## src/rtl/core/spq_pkg.sv

```systemverilog
// shared types, codes and defaults for the sorted priority queue
package spq_pkg;

  localparam int CAPACITY_DEF  = 16;
  localparam int ELEM_BITS_DEF = 32;
  localparam int PRIO_BITS_DEF = 16;

  // port field widths
  localparam int REQ_W   = 2;
  localparam int ELEM_W  = 32;
  localparam int PRIO_W  = 16;
  localparam int COUNT_W = 5;
  localparam int STAT_W  = 2;

  // request codes (any other code acts as a peek)
  localparam logic [REQ_W-1:0] REQ_ENQ  = 2'd0;
  localparam logic [REQ_W-1:0] REQ_DEQ  = 2'd1;
  localparam logic [REQ_W-1:0] REQ_PEEK = 2'd2;

  // result status codes
  localparam logic [STAT_W-1:0] ST_OK    = 2'd0;
  localparam logic [STAT_W-1:0] ST_FULL  = 2'd1;
  localparam logic [STAT_W-1:0] ST_EMPTY = 2'd2;

  typedef enum logic [1:0] {
    OP_HOLD,
    OP_PUSH,
    OP_POP
  } op_t;

  // controller to datapath
  typedef struct packed {
    logic              load;
    logic              exec;
    op_t               op;
    logic [STAT_W-1:0] code;
  } cmd_t;

  // datapath to controller
  typedef struct packed {
    logic [REQ_W-1:0] req;
    logic             full;
    logic             empty;
  } stat_t;

endpackage

```

## src/rtl/core/spq_dpath.sv

```systemverilog
// datapath of the sorted priority queue: request latch, sorted slot row, result register
module spq_dpath #(
  parameter int CAPACITY  = spq_pkg::CAPACITY_DEF,
  parameter int ELEM_BITS = spq_pkg::ELEM_BITS_DEF,
  parameter int PRIO_BITS = spq_pkg::PRIO_BITS_DEF
) (
  input  logic                         clk,
  input  logic                         rst,
  input  logic [spq_pkg::REQ_W-1:0]    req_in,
  input  logic [spq_pkg::ELEM_W-1:0]   elem_in,
  input  logic [spq_pkg::PRIO_W-1:0]   prio_in,
  input  spq_pkg::cmd_t                cmd,
  output spq_pkg::stat_t               st,
  output logic [spq_pkg::ELEM_W-1:0]   head_elem,
  output logic [spq_pkg::PRIO_W-1:0]   head_prio,
  output logic                         is_empty,
  output logic [spq_pkg::COUNT_W-1:0]  count,
  output logic [spq_pkg::STAT_W-1:0]   status
);

  localparam int CW = $clog2(CAPACITY + 1);

  // latched request
  logic [spq_pkg::REQ_W-1:0] req_q;
  logic [ELEM_BITS-1:0]      elem_q;
  logic [PRIO_BITS-1:0]      prio_q;

  logic [63:0] elem_wide_in;
  logic [31:0] prio_wide_in;

  assign elem_wide_in = 64'(elem_in);
  assign prio_wide_in = 32'(prio_in);

  always_ff @(posedge clk) begin
    if (cmd.load) begin
      req_q  <= req_in;
      elem_q <= elem_wide_in[ELEM_BITS-1:0];
      prio_q <= prio_wide_in[PRIO_BITS-1:0];
    end
  end

  // sorted slot row, head at index 0
  logic [ELEM_BITS-1:0] slot_elem      [CAPACITY];
  logic [PRIO_BITS-1:0] slot_prio      [CAPACITY];
  logic [ELEM_BITS-1:0] slot_elem_next [CAPACITY];
  logic [PRIO_BITS-1:0] slot_prio_next [CAPACITY];
  logic [CAPACITY-1:0]  shift;
  logic [CW-1:0]        fill;
  logic [CW-1:0]        fill_next;

  assign st.req   = req_q;
  assign st.full  = (fill == CW'(CAPACITY));
  assign st.empty = (fill == '0);

  // a slot moves down when it is empty or holds a strictly larger priority
  always_comb begin
    for (int i = 0; i < CAPACITY; i++) begin
      shift[i] = (CW'(i) >= fill) || (slot_prio[i] > prio_q);
    end
  end

  always_comb begin
    fill_next = fill;
    for (int i = 0; i < CAPACITY; i++) begin
      slot_elem_next[i] = slot_elem[i];
      slot_prio_next[i] = slot_prio[i];
    end
    case (cmd.op)
      spq_pkg::OP_PUSH: begin
        fill_next = fill + 1'b1;
        for (int i = 0; i < CAPACITY; i++) begin
          if (shift[i]) begin
            if (i > 0 && shift[(i > 0) ? i - 1 : 0]) begin
              slot_elem_next[i] = slot_elem[(i > 0) ? i - 1 : 0];
              slot_prio_next[i] = slot_prio[(i > 0) ? i - 1 : 0];
            end else begin
              slot_elem_next[i] = elem_q;
              slot_prio_next[i] = prio_q;
            end
          end
        end
      end
      spq_pkg::OP_POP: begin
        fill_next = fill - 1'b1;
        for (int i = 0; i < CAPACITY - 1; i++) begin
          slot_elem_next[i] = slot_elem[i + 1];
          slot_prio_next[i] = slot_prio[i + 1];
        end
      end
      default: begin
      end
    endcase
  end

  always_ff @(posedge clk) begin
    if (rst) begin
      fill <= '0;
    end else if (cmd.exec) begin
      fill <= fill_next;
    end
  end

  always_ff @(posedge clk) begin
    if (cmd.exec) begin
      for (int i = 0; i < CAPACITY; i++) begin
        slot_elem[i] <= slot_elem_next[i];
        slot_prio[i] <= slot_prio_next[i];
      end
    end
  end

  // result register, describes the head after the operation
  logic [63:0] head_elem_wide;
  logic [31:0] head_prio_wide;
  logic [31:0] fill_wide;
  logic        empty_next;

  assign head_elem_wide = 64'(slot_elem_next[0]);
  assign head_prio_wide = 32'(slot_prio_next[0]);
  assign fill_wide      = 32'(fill_next);
  assign empty_next     = (fill_next == '0);

  always_ff @(posedge clk) begin
    if (cmd.exec) begin
      head_elem <= empty_next ? '0 : head_elem_wide[spq_pkg::ELEM_W-1:0];
      head_prio <= empty_next ? '0 : head_prio_wide[spq_pkg::PRIO_W-1:0];
      is_empty  <= empty_next;
      count     <= fill_wide[spq_pkg::COUNT_W-1:0];
      status    <= cmd.code;
    end
  end

endmodule

```

## src/rtl/core/spq_ctrl.sv

```systemverilog
// controller of the sorted priority queue: request sequencing and output handshake
module spq_ctrl (
  input  logic           clk,
  input  logic           rst,
  input  logic           s_tvalid,
  output logic           s_tready,
  output logic           m_tvalid,
  input  logic           m_tready,
  input  spq_pkg::stat_t st,
  output spq_pkg::cmd_t  cmd
);

  typedef enum logic {
    S_IDLE,
    S_EXEC
  } state_t;

  state_t state;
  logic   out_free;

  assign s_tready = (state == S_IDLE);
  assign out_free = !m_tvalid || m_tready;

  always_comb begin
    cmd.load = s_tvalid && (state == S_IDLE);
    cmd.exec = (state == S_EXEC) && out_free;
    cmd.op   = spq_pkg::OP_HOLD;
    cmd.code = spq_pkg::ST_OK;
    case (st.req)
      spq_pkg::REQ_ENQ: begin
        if (st.full) begin
          cmd.code = spq_pkg::ST_FULL;
        end else begin
          cmd.op = spq_pkg::OP_PUSH;
        end
      end
      spq_pkg::REQ_DEQ: begin
        if (st.empty) begin
          cmd.code = spq_pkg::ST_EMPTY;
        end else begin
          cmd.op = spq_pkg::OP_POP;
        end
      end
      default: begin
      end
    endcase
  end

  always_ff @(posedge clk) begin
    if (rst) begin
      state    <= S_IDLE;
      m_tvalid <= 1'b0;
    end else begin
      case (state)
        S_IDLE: begin
          if (cmd.load) begin
            state <= S_EXEC;
          end
        end
        S_EXEC: begin
          if (out_free) begin
            state <= S_IDLE;
          end
        end
        default: begin
          state <= S_IDLE;
        end
      endcase
      if (cmd.exec) begin
        m_tvalid <= 1'b1;
      end else if (m_tready) begin
        m_tvalid <= 1'b0;
      end
    end
  end

`ifndef SYNTHESIS
  a_no_push_full: assert property (@(posedge clk) disable iff (rst)
    (cmd.op == spq_pkg::OP_PUSH) |-> !st.full)
    else $error("push issued on a full queue");

  a_no_pop_empty: assert property (@(posedge clk) disable iff (rst)
    (cmd.op == spq_pkg::OP_POP) |-> !st.empty)
    else $error("pop issued on an empty queue");

  a_load_then_exec: assert property (@(posedge clk) disable iff (rst)
    cmd.load |=> (state == S_EXEC) && !s_tready)
    else $error("accepted request not held for execution");

  a_result_drains: assert property (@(posedge clk) disable iff (rst)
    (m_tvalid && m_tready && !cmd.exec) |=> !m_tvalid)
    else $error("result repeated after transfer");

  a_exec_sets_valid: assert property (@(posedge clk) disable iff (rst)
    cmd.exec |=> m_tvalid)
    else $error("executed request produced no result");
`endif

endmodule

```

## src/rtl/core/sorted_priority_queue_unit.sv

```systemverilog
// top level of the bounded sorted priority queue
//
// channel   dir  tdata (low bit up)                         tuser
// s_axis    in   elem_in[31:0], prio_in[47:32]              req_type[1:0]
// m_axis    out  head_elem[31:0], head_prio[47:32],         none
//                is_empty[48], count[53:49], status[55:54]
//
// each request is latched in S_IDLE, then S_EXEC updates the sorted
// slot row and loads the result register; the slot row updates every entry
// in parallel, so the time taken does not depend on the fill level
// a new request is taken while the previous result still waits on m_axis;
// execution waits only when that result has not been transferred yet
// rst is synchronous: the queue comes up empty, slot contents are unknown
module sorted_priority_queue_unit #(
  parameter int CAPACITY  = spq_pkg::CAPACITY_DEF,
  parameter int ELEM_BITS = spq_pkg::ELEM_BITS_DEF,
  parameter int PRIO_BITS = spq_pkg::PRIO_BITS_DEF
) (
  input  logic        clk,
  input  logic        rst,
  // request channel
  input  logic        s_tvalid,
  output logic        s_tready,
  input  logic [47:0] s_tdata,  // elem_in[31:0], prio_in[47:32]
  input  logic [1:0]  s_tuser,  // req_type[1:0]
  // result channel
  output logic        m_tvalid,
  input  logic        m_tready,
  output logic [55:0] m_tdata   // head_elem, head_prio, is_empty, count, status
);

  spq_pkg::cmd_t  cmd;
  spq_pkg::stat_t st;

  // result fields
  logic [spq_pkg::ELEM_W-1:0]  head_elem;
  logic [spq_pkg::PRIO_W-1:0]  head_prio;
  logic                        is_empty;
  logic [spq_pkg::COUNT_W-1:0] count;
  logic [spq_pkg::STAT_W-1:0]  status;

  // sequencing and handshake
  spq_ctrl u_ctrl (
    .clk      (clk),
    .rst      (rst),
    .s_tvalid (s_tvalid),
    .s_tready (s_tready),
    .m_tvalid (m_tvalid),
    .m_tready (m_tready),
    .st       (st),
    .cmd      (cmd)
  );

  // sorted storage and result register
  spq_dpath #(
    .CAPACITY  (CAPACITY),
    .ELEM_BITS (ELEM_BITS),
    .PRIO_BITS (PRIO_BITS)
  ) u_dpath (
    .clk       (clk),
    .rst       (rst),
    .req_in    (s_tuser),
    .elem_in   (s_tdata[31:0]),
    .prio_in   (s_tdata[47:32]),
    .cmd       (cmd),
    .st        (st),
    .head_elem (head_elem),
    .head_prio (head_prio),
    .is_empty  (is_empty),
    .count     (count),
    .status    (status)
  );

  // pack the result transfer, fields from the low bit up
  assign m_tdata = {status, count, is_empty, head_prio, head_elem};

endmodule
```

## config.mk

```make
export PLATFORM = sky130hd
export DESIGN_NAME = sorted_priority_queue_unit
export DESIGN_NICKNAME = d
export VERILOG_FILES = /design/src/rtl/core/spq_pkg.sv /design/src/rtl/core/spq_dpath.sv /design/src/rtl/core/spq_ctrl.sv /design/src/rtl/core/sorted_priority_queue_unit.sv
export SDC_FILE = /design/constraint.sdc
export NUM_CORES = 2
export LEC_CHECK = 0
export BUFFER_PORTS_ARGS = -buffer_cell sky130_fd_sc_hd__buf_2
export CORE_ASPECT_RATIO = 1.75
export CORE_MARGIN = 1.5
export CORE_UTILIZATION = 45
export CTS_CLUSTER_SIZE = 10
export DETAILED_ROUTE_END_ITERATION = 16
export GPL_ROUTABILITY_DRIVEN = 0
export PLACE_DENSITY_LB_ADDON = 0.1
export RECOVER_POWER = 25
export SYNTH_ARGS = -nofsm -noshare
export SYNTH_HDL_FRONTEND = slang
export SYNTH_SLANG_ARGS = --single-unit
```

## constraint.sdc

```tcl
create_clock -name clk -period 9.2 [get_ports clk]
set_input_delay 2.76 -clock clk [delete_from_list [all_inputs] [get_ports clk]]
set_output_delay 2.76 -clock clk [all_outputs]
set_load 0.005 [all_outputs]
```

==> flow_summary_export.csv <==
group,metric,value,unit
status,status,"finished, violations left",
status,violations,"max-capacitance violations, max-slew violations",
clocking,cts_tree,"built",
synth,async_reset_ff_frac,0,
drt,drt_pre_antenna_iters,5,
drt,num_vias,40490,
power_and_ir_drop,power_density,164.8,nW/um^2
synth,synth_edf_count,874,
critical_path,start_kind,"flop",
synth,synth-compound-area-share,0.1911,
finish,insertedDiodeCount,0,
timing,fin_crit_sh,0.7740,
timing,slew_violations,325,
clocking,clk_latency,750,ps
critical_path,rr_worst_depth,12,
grt,grt_max_degree,168,
critical_path,worstSetupEndpoint,"u_dpath.slot_elem[0][45]",
timing,worst_hold_slack,504.2,ps
timing,maxSlewHeadroom,-1.614,
floorplanning,fp.dieArea,115200,sq um
synth,syn_inst,4744,
grt,grt_pass1_wl,273500,um
clocking,cts_root_buf,"clkbuf_16",
clocking,clock_path_buffers,3,
timing,hold_viol,0,
placed_design,dp_hpwl,128700,um
synth,synth_seq_cells,881,
drt,drc_errors,0,
timing,rsz0062_at_grt,"false",
power_and_ir_drop,intPower,6.740,mW
power_and_ir_drop,ir_worst_vdd,0.0001660,V
critical_path,critPathMaxFanout,54,
power_and_ir_drop,combPwrFrac,0.086,
synth,synthMuxAreaShare,0.04919,
grt,overflow,0,
timing,finalWorstSetupSlack,2080,ps
placed_design,portBuffers,111,
grt,antenna_found_initial,0,
drt,wl_per_cell,30.78,um
critical_path,r2r-end,"u_dpath.slot_elem[0][45]",
floorplanning,rows,163,
synth,synthSimpleGateAreaFrac,0.1346,
synth,seq_area_frac_synth,0.5184,
synth,synthXorXnorAreaFrac,0,
timing,finalClockSkew,36.82,ps
timing,fin_setup_tns,0,ps
synth,synth_area_per_cell,10.73,sq um
power_and_ir_drop,switchingPower,2.364,mW
finish,stdcell_area,55240,sq um
timing,tightest_slew,3921,ps
power_and_ir_drop,clkPwrFrac,0.399,
placed_design,place_area,52700,sq um
finish,final_nets,4937,
clocking,path_clk_slew,60,ps
synth,synthDistinctLibCells,77,
floorplanning,fp.dieW,257.2,um
worst_hold_path,hp-class,"flop to flop",
clocking,cts_made_buffers,99,
critical_path,endpoint_kind,"flop",
floorplanning,die_y,447.9,um
critical_path,arrival,7490,ps
clocking,cts-resized-gates,0,
critical_path,reg2reg_slack,2080,ps
timing,fin_crit,7120,ps
critical_path,crit_required,9570,ps
grt,grt_pass1_vias,41550,
placed_design,dp_worst_setup_slack,3344,ps
grt,grt_usage,0.3208,
floorplanning,start_util,0.4529,
timing,fmax,140.4,MHz
synth,synth_fp_nets,5061,
finish,layout-drive-gt1-share,0.08154,
synth,synth_flop_cell,"edfxtp_1",
timing,setup_viol,0,
floorplanning,ios,112,
finish,area_growth,8.533,%
drt,vias_per_cell,6.602,
power_and_ir_drop,leakage,19.56,nW
critical_path,path_class,"flop to flop",
clocking,ctsHoldBuffers,0,
power_and_ir_drop,total_power,9.104,mW
synth,synth_fa_ha_area_frac,0.06466,
drt,ant_nets,0,
clocking,cts.sinks,881,
critical_path,worstSetupStartpoint,"u_dpath.fill[1]",
power_and_ir_drop,switching_share,0.2597,
synth,syn_area,50890,sq um
drt,routed_wl,188700,um
critical_path,r2r-start,"u_dpath.fill[1]",
clocking,cts_setup_buffers,0,
floorplanning,coreArea,112400,sq um
synth,yosysWarnings,0,
drt,drt_iter0_markers,3292,
job,cap_violations,9,
clocking,htree_levels,3,
synth,synth_top_family_by_area,"compound AO/OA/AOI/OAI gates",
power_and_ir_drop,seqPwrFrac,0.515,
[state kept, by name, indices dropped and copies added, names as in the netlist]
| name | flops |
|---|---|
| u_dpath.slot_elem | 512 |
| u_dpath.slot_prio | 256 |
| u_dpath.elem_q | 32 |
| u_dpath.head_elem | 32 |
| u_dpath.head_prio | 16 |
| u_dpath.prio_q | 16 |
| u_dpath.count | 5 |
| u_dpath.fill | 5 |
| u_dpath.req_q | 2 |
| u_dpath.status | 2 |
| u_ctrl.m_tvalid | 1 |
| u_ctrl.state | 1 |
| u_dpath.is_empty | 1 |
[worst max-delay path: stages (launching register included)]
cell and delay, ps:
dfxtp_1 610, inv_1 240, ha_1 270, nor2b_1 160, nand2_1 80, nand2b_1 110
inv_1 80, ha_1 150, clkbuf_1 2080, o21ai_4 40, clkbuf_1 780, nor2_1 1510
buf_4 600
[worst min-delay path by stage]
stage / slack (ps) / cells after the start / start / endpoint
after global routing: 540 / 2 / u_ctrl.m_tvalid / u_ctrl.m_tvalid
after global placement: 510 / 2 / u_ctrl.m_tvalid / u_ctrl.m_tvalid
after floorplan: 480 / 2 / u_ctrl.m_tvalid / u_ctrl.m_tvalid
after CTS: 500 / 2 / u_ctrl.m_tvalid / u_ctrl.m_tvalid
after detailed placement: 500 / 2 / u_ctrl.m_tvalid / u_ctrl.m_tvalid
final: 500 / 2 / u_ctrl.m_tvalid / u_ctrl.m_tvalid
[per-layer routing]
layer	up-vias	wire length, um	part of all wire	global-route usage
li1	17950	-	-	-
met1	20520	63550	0.34	0.3203
met3	582	6669	0.035	0.02978
met2	1439	99050	0.52	0.5877
met5	-	0	0	0
met4	0	19470	0.10	0.2906
[layout make-up]
class,instances,area (sq um)
Fill cell,10520,57140
Sequential cell,881,26390
Multi-Input combinational cell,3363,22760
Clock buffer,119,2552
Tap cell,1485,1858
Timing Repair Buffer,228,1376
Inverter,47,176.4
Clock inverter,10,131.4
[kinds of logic (layout without fill, tap and decap cells)]
kind of cell / Yosys count / count (layout)
AOI/OAI and AO/OA: 1323 / 1323
adders and majority gates: 263 / 263
buffers and inverters: 500 / 404
DFF: 881 / 881
muxes: 244 / 244
and+or+nand+nor: 1533 / 1533
[Yosys cell counts (all sizes together) (4+ instances only)]
master,instances,share of area
edfxtp,874,0.52
nand2,693,0.051
o21ai,337,0.033
nor2,321,0.024
clkbuf,294,0.022
ha,263,0.065
a221o,224,0.044
o211ai,202,0.030
mux2i,195,0.038
nand3,173,0.017
buf,159,0.017
a21oi,126,0.013
and2,88,0.011
nand4,84,0.010
nor3,55,0.0056
a21o,54,0.0080
a211o,52,0.0089
and3,52,0.0064
a21boi,49,0.0072
a22oi,49,0.0072
a32o,49,0.0096
mux2,49,0.011
o32ai,48,0.0083
inv,47,0.0035
a22o,32,0.0055
a211oi,27,0.0041
nor2b,25,0.0031
o21a,20,0.0030
o221ai,17,0.0029
nor4,10,0.0015
nand2b,9,0.0011
or3,8,0.00098
a221oi,7,0.0012
a31oi,7,0.0012
dfxtp,7,0.0028
a2111oi,5,0.0014
and4,4,0.00069
o31ai,4,0.00069
or2,4,0.00049
[placed cells by master, fill, tap and decap left out, types with 26 or more instances in the layout]
master	count
and3_1	52
clkbuf_1	84
buf_4	108
a211oi_1	26
mux2_2	46
a21boi_0	49
a32o_1	49
a221o_1	224
nand2_1	691
a211o_1	52
a21oi_1	116
o21ai_0	312
edfxtp_1	874
a21o_1	52
buf_2	53
mux2i_1	195
o32ai_1	48
clkbuf_16	99
a22o_1	32
nand4_1	84
a22oi_1	49
nor3_1	50
o211ai_1	201
nor2_1	313
and2_1	84
ha_1	262
inv_1	46
nand3_1	172
[through the flow]
stage	instances	util
final	6133	0.4915
after global routing	6133	0.4915
after CTS	6133	0.4929
after detailed placement	6004	0.4690
after global placement	6004	0.4690
after floorplan	4744	-
[power groups by stage]
stage          Clock [mW]  Combinational [mW]  Sequential (mW)
2_1_floorplan           0               0.492             4.70
3_3_place_gp            0               0.760             4.77
5_1_grt              3.79               0.851             4.70
3_5_place_dp            0               0.778             4.77
6_report             3.63               0.781             4.69
4_1_cts              3.67               0.782             4.69
Power figures use the tool's default switching activity.
